==> src/rtl/tdp_pkg.sv <==
// Shared constants and types for the trial-division primality core.
`default_nettype none

package tdp_pkg;

    localparam int VALUE_WIDTH_DEF = 32;

    // Divisor schedule: 3, then pairs (d, d+2) for d = 5, 11, 17, ...
    localparam int DVS_THREE = 3;
    localparam int DVS_FIRST = 5;
    localparam int DVS_PAIR  = 2;
    localparam int DVS_STEP  = 6;

    // Status from the serial divider to the sequencer.
    typedef struct packed {
        logic done;
        logic rem_zero;
    } t_div_res;

endpackage

`default_nettype wire

==> src/rtl/tdp_div.sv <==
// Bit-serial restoring divider: one dividend bit per cycle.
`default_nettype none

module tdp_div #(
    parameter int VALUE_WIDTH = tdp_pkg::VALUE_WIDTH_DEF
) (
    input  wire logic                   i_clk,
    input  wire logic                   i_rst_n,
    input  wire logic                   i_start,
    input  wire logic [VALUE_WIDTH-1:0] i_dvd,
    input  wire logic [VALUE_WIDTH-1:0] i_dvs,
    output tdp_pkg::t_div_res           o_res,
    output logic      [VALUE_WIDTH-1:0] o_quo
);
    import tdp_pkg::*;

    localparam int CW = $clog2(VALUE_WIDTH + 1);

    logic [VALUE_WIDTH-1:0] r_dvd, n_dvd;
    logic [VALUE_WIDTH-1:0] r_rem, n_rem;
    logic [VALUE_WIDTH-1:0] r_quo, n_quo;
    logic [CW-1:0]          r_cnt, n_cnt;
    logic                   r_done, n_done;

    logic [VALUE_WIDTH:0]   w_trial;
    logic [VALUE_WIDTH:0]   w_diff;
    logic                   w_ge;

    assign w_trial = {r_rem, r_dvd[VALUE_WIDTH-1]};
    assign w_diff  = w_trial - {1'b0, i_dvs};
    assign w_ge    = (w_trial >= {1'b0, i_dvs});

    always_comb begin
        n_dvd  = r_dvd;
        n_rem  = r_rem;
        n_quo  = r_quo;
        n_cnt  = r_cnt;
        n_done = 1'b0;
        if (i_start) begin
            n_dvd = i_dvd;
            n_rem = '0;
            n_quo = '0;
            n_cnt = CW'(VALUE_WIDTH);
        end else if (r_cnt != '0) begin
            n_dvd = {r_dvd[VALUE_WIDTH-2:0], 1'b0};
            n_rem = w_ge ? w_diff[VALUE_WIDTH-1:0] : w_trial[VALUE_WIDTH-1:0];
            n_quo = {r_quo[VALUE_WIDTH-2:0], w_ge};
            n_cnt = r_cnt - CW'(1);
            n_done = (r_cnt == CW'(1));
        end
    end

    always_ff @(posedge i_clk) begin
        r_dvd <= n_dvd;
        r_rem <= n_rem;
        r_quo <= n_quo;
        if (!i_rst_n) begin
            r_cnt  <= '0;
            r_done <= 1'b0;
        end else begin
            r_cnt  <= n_cnt;
            r_done <= n_done;
        end
    end

    assign o_res.done     = r_done;
    assign o_res.rem_zero = (r_rem == '0);
    assign o_quo          = r_quo;

endmodule

`default_nettype wire

==> src/rtl/trial_division_primality_core.sv <==
// Top level: trial-division primality test over 6k +/- 1 divisors.
// Negatives, 0..3 and even values answer in the cycle after start.
// Every other value runs serial divisions (launch, one bit per cycle, done): one by 3,
// then two per divisor pair d, d+2 until one of them divides n or d > n/d.
// One transaction at a time; busy is high until the result strobe. Sync reset clears control.
`default_nettype none

module trial_division_primality_core #(
    parameter int VALUE_WIDTH = tdp_pkg::VALUE_WIDTH_DEF
) (
    input  wire logic                          i_clk,
    input  wire logic                          i_rst_n,
    input  wire logic                          start,
    output logic                               busy,
    input  wire logic signed [VALUE_WIDTH-1:0] i_value,
    output logic                               o_valid,
    output logic                               o_prime
);
    import tdp_pkg::*;

    // One-hot sequencer states.
    typedef enum logic [3:0] {
        S_IDLE = 4'b0001,   // waiting for a transaction
        S_DIV3 = 4'b0010,   // dividing by 3
        S_DIVA = 4'b0100,   // dividing by d (also yields n/d for the bound)
        S_DIVB = 4'b1000    // dividing by d+2
    } t_state;

    t_state                 r_state, n_state;
    logic [VALUE_WIDTH-1:0] r_n, n_n;       // value under test, known positive
    logic [VALUE_WIDTH-1:0] r_d, n_d;       // current 6k-1 divisor
    logic [VALUE_WIDTH-1:0] r_dvs, n_dvs;   // divisor handed to the divider
    logic                   r_go, n_go;     // divider launch pulse
    logic                   r_valid, n_valid;
    logic                   r_prime, n_prime;

    t_div_res               w_div;
    logic [VALUE_WIDTH-1:0] w_quo;
    logic [VALUE_WIDTH-1:0] w_value_u;

    assign w_value_u = $unsigned(i_value);

    tdp_div #(
        .VALUE_WIDTH(VALUE_WIDTH)
    ) u_div (
        .i_clk   (i_clk),
        .i_rst_n (i_rst_n),
        .i_start (r_go),
        .i_dvd   (r_n),
        .i_dvs   (r_dvs),
        .o_res   (w_div),
        .o_quo   (w_quo)
    );

    always_comb begin
        n_state = r_state;
        n_n     = r_n;
        n_d     = r_d;
        n_dvs   = r_dvs;
        n_go    = 1'b0;
        n_valid = 1'b0;
        n_prime = r_prime;
        case (r_state)
            S_IDLE: begin
                if (start) begin
                    n_n = w_value_u;
                    if (w_value_u[VALUE_WIDTH-1] || w_value_u <= VALUE_WIDTH'(1)) begin
                        // negative, zero or one
                        n_valid = 1'b1;
                        n_prime = 1'b0;
                    end else if (w_value_u <= VALUE_WIDTH'(DVS_THREE)) begin
                        n_valid = 1'b1;
                        n_prime = 1'b1;
                    end else if (!w_value_u[0]) begin
                        n_valid = 1'b1;
                        n_prime = 1'b0;
                    end else begin
                        n_dvs   = VALUE_WIDTH'(DVS_THREE);
                        n_go    = 1'b1;
                        n_state = S_DIV3;
                    end
                end
            end
            S_DIV3: begin
                if (w_div.done) begin
                    if (w_div.rem_zero) begin
                        n_valid = 1'b1;
                        n_prime = 1'b0;
                        n_state = S_IDLE;
                    end else begin
                        n_d     = VALUE_WIDTH'(DVS_FIRST);
                        n_dvs   = VALUE_WIDTH'(DVS_FIRST);
                        n_go    = 1'b1;
                        n_state = S_DIVA;
                    end
                end
            end
            S_DIVA: begin
                if (w_div.done) begin
                    if (r_d > w_quo) begin
                        // d*d > n: no divisor left to try
                        n_valid = 1'b1;
                        n_prime = 1'b1;
                        n_state = S_IDLE;
                    end else if (w_div.rem_zero) begin
                        n_valid = 1'b1;
                        n_prime = 1'b0;
                        n_state = S_IDLE;
                    end else begin
                        n_dvs   = r_d + VALUE_WIDTH'(DVS_PAIR);
                        n_go    = 1'b1;
                        n_state = S_DIVB;
                    end
                end
            end
            S_DIVB: begin
                if (w_div.done) begin
                    if (w_div.rem_zero) begin
                        n_valid = 1'b1;
                        n_prime = 1'b0;
                        n_state = S_IDLE;
                    end else begin
                        n_d     = r_d + VALUE_WIDTH'(DVS_STEP);
                        n_dvs   = r_d + VALUE_WIDTH'(DVS_STEP);
                        n_go    = 1'b1;
                        n_state = S_DIVA;
                    end
                end
            end
            default: begin
                n_state = S_IDLE;
            end
        endcase
    end

    always_ff @(posedge i_clk) begin
        r_n     <= n_n;
        r_d     <= n_d;
        r_dvs   <= n_dvs;
        r_prime <= n_prime;
        if (!i_rst_n) begin
            r_state <= S_IDLE;
            r_go    <= 1'b0;
            r_valid <= 1'b0;
        end else begin
            r_state <= n_state;
            r_go    <= n_go;
            r_valid <= n_valid;
        end
    end

    assign busy    = (r_state != S_IDLE);
    assign o_valid = r_valid;
    assign o_prime = r_prime;

endmodule

`default_nettype wire

==> config.mk <==
export PLATFORM = sky130hd
export DESIGN_NAME = trial_division_primality_core
export DESIGN_NICKNAME = d
export VERILOG_FILES = /design/src/rtl/tdp_pkg.sv /design/src/rtl/tdp_div.sv /design/src/rtl/trial_division_primality_core.sv
export SDC_FILE = /design/constraint.sdc
export NUM_CORES = 1
export LEC_CHECK = 0
export BUFFER_PORTS_ARGS = -buffer_cell sky130_fd_sc_hd__buf_2
export CORE_MARGIN = 2
export CORE_UTILIZATION = 57
export CTS_BUF_LIST = sky130_fd_sc_hd__clkbuf_16
export DETAILED_ROUTE_END_ITERATION = 10
export PLACE_DENSITY = 0.8
export RECOVER_POWER = 50
export REMOVE_ABC_BUFFERS = 1
export SLEW_MARGIN = 20
export SYNTH_ARGS = -nofsm -noshare
export SYNTH_HDL_FRONTEND = slang
export SYNTH_SLANG_ARGS = --single-unit
==> constraint.sdc <==
create_clock -name i_clk -period 5.9 [get_ports i_clk]
set_clock_uncertainty 0.2 [all_clocks]
set_input_delay 0.59 -clock i_clk [delete_from_list [all_inputs] [get_ports i_clk]]
set_output_delay 0.59 -clock i_clk [all_outputs]
set_load 0.02 [all_outputs]
; Word-level counts from Yosys, hierarchy flattened
; Index checks and enable logic that the tools add are counted.
[totals]
regBits = 206
latch_bits = 0
mem_bits_rw = 0
romBits = 0
inputBits = 35
out_inout_bits = 3
wordCells = 112
n_memories = 0
[op_classes]
add_sub_neg = 4
mul = 0
div = 0
order_cmp = 4
eq_ne = 19
shift = 0
n_mux = 55
bitwise_logic = 2
n_reduce_logical = 15
[ops]
columns = op, n
row1 = 32-bit two-way mux, 14
row2 = 32-bit case mux with 4 select lines, 1
row3 = 32-bit case mux with 2 select lines, 1
row4 = 33-bit by 32-bit greater-or-equal comparator with 1-bit output, 1
row5 = 32-bit by 2-bit adder with 32-bit output (second input constant), 1
row6 = 32-bit by 3-bit adder with 32-bit output (second input constant), 1
row7 = 32-bit greater-than comparator, 1
row8 = 32-bit by 1-bit less-or-equal comparator with 1-bit output (second input constant), 1
row9 = 32-bit by 2-bit less-or-equal comparator with 1-bit output (second input constant), 1
row10 = 32-bit logical NOT, 1
row11 = 4-bit two-way mux, 8
row12 = 32-bit subtractor, 1
row13 = 1-bit two-way mux, 24
row14 = 2-bit != test (second input constant), 8
row15 = 6-bit two-way mux, 2
row16 = 4-bit case mux with 3 select lines, 1
row17 = 12-bit AND reduction, 1
row18 = 5-bit AND reduction, 2
row19 = 1-bit case mux with 3 select lines, 3
row20 = 2-bit by 1-bit != test with 1-bit output (second input constant), 4
row21 = 6-bit by 1-bit equality test with 1-bit output (second input constant), 1
row22 = 6-bit AND reduction, 1
row23 = 6-bit nonzero test, 1
row24 = 6-bit by 1-bit subtractor with 6-bit output (second input constant), 1
row25 = other kinds (15), 18

; Logic depth before layout (Yosys ltp)
[logic_depth]
word_depth = 5
mapped_depth = 13
ltp_nobuf = 11

; Cells and area by module
; From an unflattened synthesis, not the netlist that was laid out.
[hier_totals]
hier_cells = 1263
area_unflattened_um2 = 11865.1
[by_module_without_submodules]
columns = mod, n_inst, cells_each, area_each_um2, seq_area_each_um2
row1 = tdp_div, 1, 717, 6132.1, 2382.3
row2 = trial_division_primality_core, 1, 546, 5733.0, 3002.9

; Least setup slack after synthesis
; Ideal clock, no wire load.
[synth_timing]
path_kind = reg2reg
from = reg r_d[5]
to = reg r_dvs[0] (enable)
setup_time_ps = 473
t_arrival_ps = 4163
required_ps = 5227
slack_ps = 1064
stages_incl_launch_ff = 9
path_buffers = 0
period_less_slack_ps = 4836
path_cell_list = edfxtp_1 -> ha_1 -> a21o_1 -> a21oi_1 -> nor2b_1 -> o31a_1 -> o21ai_0 -> a32oi_1 -> a211oi_1
[synth_via]
elab_chain_len = 3
[synth_rtl]
columns = item, line
row1 = from (decl), trial_division_primality_core.sv:31  ; logic [VALUE_WIDTH-1:0] r_d, n_d;
row2 = from (signal assigned), trial_division_primality_core.sv:138  ; r_d <= n_d;
row3 = 32-bit greater-than comparator, trial_division_primality_core.sv:100  ; if (r_d > w_quo) begin
row4 = 2-bit != test (no source line), --
row5 = 12-bit AND reduction (no source line), --
row6 = to (signal assigned), trial_division_primality_core.sv:139  ; r_dvs <= n_dvs;
row7 = to (decl), trial_division_primality_core.sv:32  ; logic [VALUE_WIDTH-1:0] r_dvs, n_dvs;
; No other way between the ends.
; A chain may end at the register's enable or synchronous reset.

; Worst setup path after layout
[layout_timing]
from = reg u_div.r_cnt[2]
to = reg u_div.r_quo[22], in the netlist u_div.o_quo[22]
[layout_via]
elab_chain_len = 1
[layout_rtl]
columns = item, line
row1 = from (decl), tdp_div.sv:22  ; logic [CW-1:0] r_cnt, n_cnt;
row2 = from (signal assigned), tdp_div.sv:61  ; r_cnt <= n_cnt;
row3 = 6-bit nonzero test, tdp_div.sv:44  ; end else if (r_cnt != '0) begin
row4 = to (signal assigned), tdp_div.sv:56  ; r_quo <= n_quo;
row5 = to (decl), tdp_div.sv:21  ; logic [VALUE_WIDTH-1:0] r_quo, n_quo;
; No other way between the ends.

==> reports/results.txt <==
Setup Crit Path Kind -> register to register
Top cell type's share of synthesized area -> 0.325
CP startpoint kind -> register
Vias per cell -> 6.13
Largest net degree at the start of global routing -> 58
Synthesis warning total -> 0
Fraction of the mapped netlist area in adder cells -> 0.0737
Final Cell Area -> 0.0128 mm²
Io pins -> 38
Clock transition at the registers of the reported paths -> 0.06 ns
Clock buffer depth -> 3
Area delta synth->final -> 8.52%
DRC violations left -> 0
Slew headroom -> -0.601
Initial antenna violation count -> 0
Pwr Total -> 0.00655 W
Core area -> 0.0203 mm²
NumNets Final -> 1,343
Largest family of logic cells by synthesized area -> simple AND/OR/NAND/NOR gates
Cts hold-fix bufs -> 0
Fin crit period -> 3.89 ns
Die area -> 0.0219 mm²
Vias in the first global route -> 9,204
CTS tree -> yes
ANT cells -> 0
H-tree lvl count -> 1
FF+latch count, synth -> 205
Routed wire per std cell -> 18.2 µm
Setup tns final -> 0 ns
Run status -> complete, but fails checks
DRT iter0 DRCs -> 876
Most common cell in the netlist -> nand2_1
Critical Path AT -> 4.10 ns
Top cell type by total area after synthesis -> edfxtp_1
Failing checks -> capacitance limit, slew limit
Pre-CTS WS -> 2.04 ns
Fin crit share -> 0.659
Final setup fails -> 0
Post-synthesis simple-gate area fraction -> 0.164
Post-Synth XOR/XNOR Area -> 0.0564
TritonCTS Sinks -> 205
Resized Gates After CTS -> 0
Vias post-DR -> 9,339
Overall routed net length -> 27,800 µm
Portion of netlist area occupied by mux cells -> 0.0475
Mapped Area -> 0.0118 mm²
Req. time, crit path -> 6.11 ns
Cells after synthesis -> 1,227
Slew Limit Fails -> 193
Worst Path Max Fanout -> 32
I/O Buffers -> 37
Power density cells -> 511 mW/mm²
Top_reg_cell synth -> edfxtp_1
Syn_area_per_cell -> 9.63 µm²
Actual slew at the worst max-slew pin -> 2.40 ns
Max Fclk -> 0.257 GHz
Seq/Total Area, Yosys -> 0.456
First-pass GRT wire length -> 45,800 µm
Post-CTS Repair Setup Buffers -> 0
DP Wirelength -> 19,400 µm
Largest cells by area after synthesis -> edfxtp_1, dfxtp_1, ha_1, nand2_1, a21oi_1
Die Width -> 148 µm
Worst-Skew Late Latency -> 0.51 ns
Max capacitance violation total -> 6
Die height -> 148 µm
Post-synthesis cell type count -> 80
Final setup margin -> 2.01 ns
Cells after DPL -> 1,485
Hold Path Class -> input pin to register
Unrepaired setup endpoints after global routing -> false
Post-synth ARST share -> 0
# rows -> 52
Antenna Nets Post-Route -> 0
Grt total ovfl -> 0
Pleak -> 4.79 nW
GRT Total Usage -> 0.256
Placed inst area -> 0.0122 mm²
Inserted Clock Buffers -> 22
Post-synth EDFFs -> 128
Fin cells -> 1,524
Root buffer cell -> clkbuf_16
Final hold vios -> 0
Commonest cells in the synthesized netlist -> nand2_1, edfxtp_1, a21oi_1, nor2_1, inv_1
Layout cells sized above 1 -> 0.0805
Maximum vdd drop -> 0.363 mV
CP Capture Type -> register
Synth Area in Compound Gates -> 0.154
Initial Util -> 0.582
GP Congestion -> 0.952
Drt pass-1 iters -> 5
## state kept, by name, summed over array words and instances (netlist names)
| register | flops |
|---|---|
| u_div.r_cnt | 6 |
| o_valid | 1 |
| r_dvs | 32 |
| u_div.o_quo | 32 |
| r_n | 32 |
| r_go | 1 |
| u_div.r_dvd | 32 |
| u_div.r_done | 1 |
| o_prime | 1 |
| r_d | 31 |
| u_div.r_rem | 32 |
| r_state | 4 |
## routing by layer
| metal | vias to the layer above | wire [µm] | share of wire | global-route usage |
|---|---|---|---|---|
| met2 | 309 | 13400 | 0.48 | 0.431 |
| li1 | 4484 | - | - | - |
| met5 | - | 0 | 0 | 0 |
| met4 | 0 | 948 | 0.034 | 0.0948 |
| met3 | 77 | 1460 | 0.053 | 0.0364 |
| met1 | 4469 | 12000 | 0.43 | 0.338 |
## worst max-delay path: stages (launching register included)
cell	delay, ns
dfxtp_1	0.33
or3_1	0.43
nor3b_1	1.43
clkbuf_1	1.07
nand2_1	0.14
a21oi_1	0.17
## stage by stage
step	hold WS (ns)	utilization
floorplan	0.232	-
global placement	0.240	0.600
detailed placement	0.243	0.600
CTS	0.0598	0.634
global route	0.0626	0.631
finish	0.0763	0.631
## cell type report
| class | count | area [µm²] |
|---|---|---|
| Clock buffer | 24 | 601 |
| Fill cell | 1682 | 7480 |
| Multi-Input combinational cell | 885 | 5900 |
| Clock inverter | 15 | 90.1 |
| Inverter | 78 | 293 |
| Tap cell | 270 | 338 |
| Timing Repair Buffer | 47 | 214 |
| Sequential cell | 205 | 5390 |
## path summary, 6_finish.rpt
check	from	slack [ns]	endpoint	cells past startpoint
setup / recovery	u_div.r_cnt[2]	2.01	u_div.o_quo[22]	5
hold / removal	i_value[17]	0.08	r_n[17]	1
setup reg to reg	u_div.r_cnt[2]	2.01	u_div.o_quo[22]	5
hold reg to reg	u_div.o_quo[31]	0.25	u_div.o_quo[31]	2
## cell usage in the layout (no fill, tap or decap), types with 9 or more instances in the layout
master     instances
o211ai_1           9
mux2_2            30
nand4_1           33
inv_1             86
a21oi_1           93
ha_1              68
xnor2_1           40
clkbuf_1          29
dfxtp_1           77
xor2_1            36
and3_1             9
o21ai_1           18
buf_2             12
o21ai_0           39
nand2b_1          11
and2_1             9
nor4_1            24
nand3_1           22
nand2_1          139
nor2_1            93
clkbuf_16         24
o22ai_1           24
nor3_1            18
mux2i_1           20
a21o_1            29
edfxtp_1         128
nor2b_1            9
## logic make-up after synthesis
family / Yosys count
compound gates: 284
xor+xnor: 76
fa+ha+maj: 69
buf+inv: 137
flops: 205
mux: 52
other cells: 1
simple gates: 403
## power breakdown
group          internal (W)  switching [W]  total [W]  leakage (nW)
Sequential          0.00200       0.000276    0.00228          1.83
Combinational       0.00117        0.00178    0.00295          2.60
Clock              0.000770       0.000558    0.00133         0.359
Power figures use the tool's default switching activity.
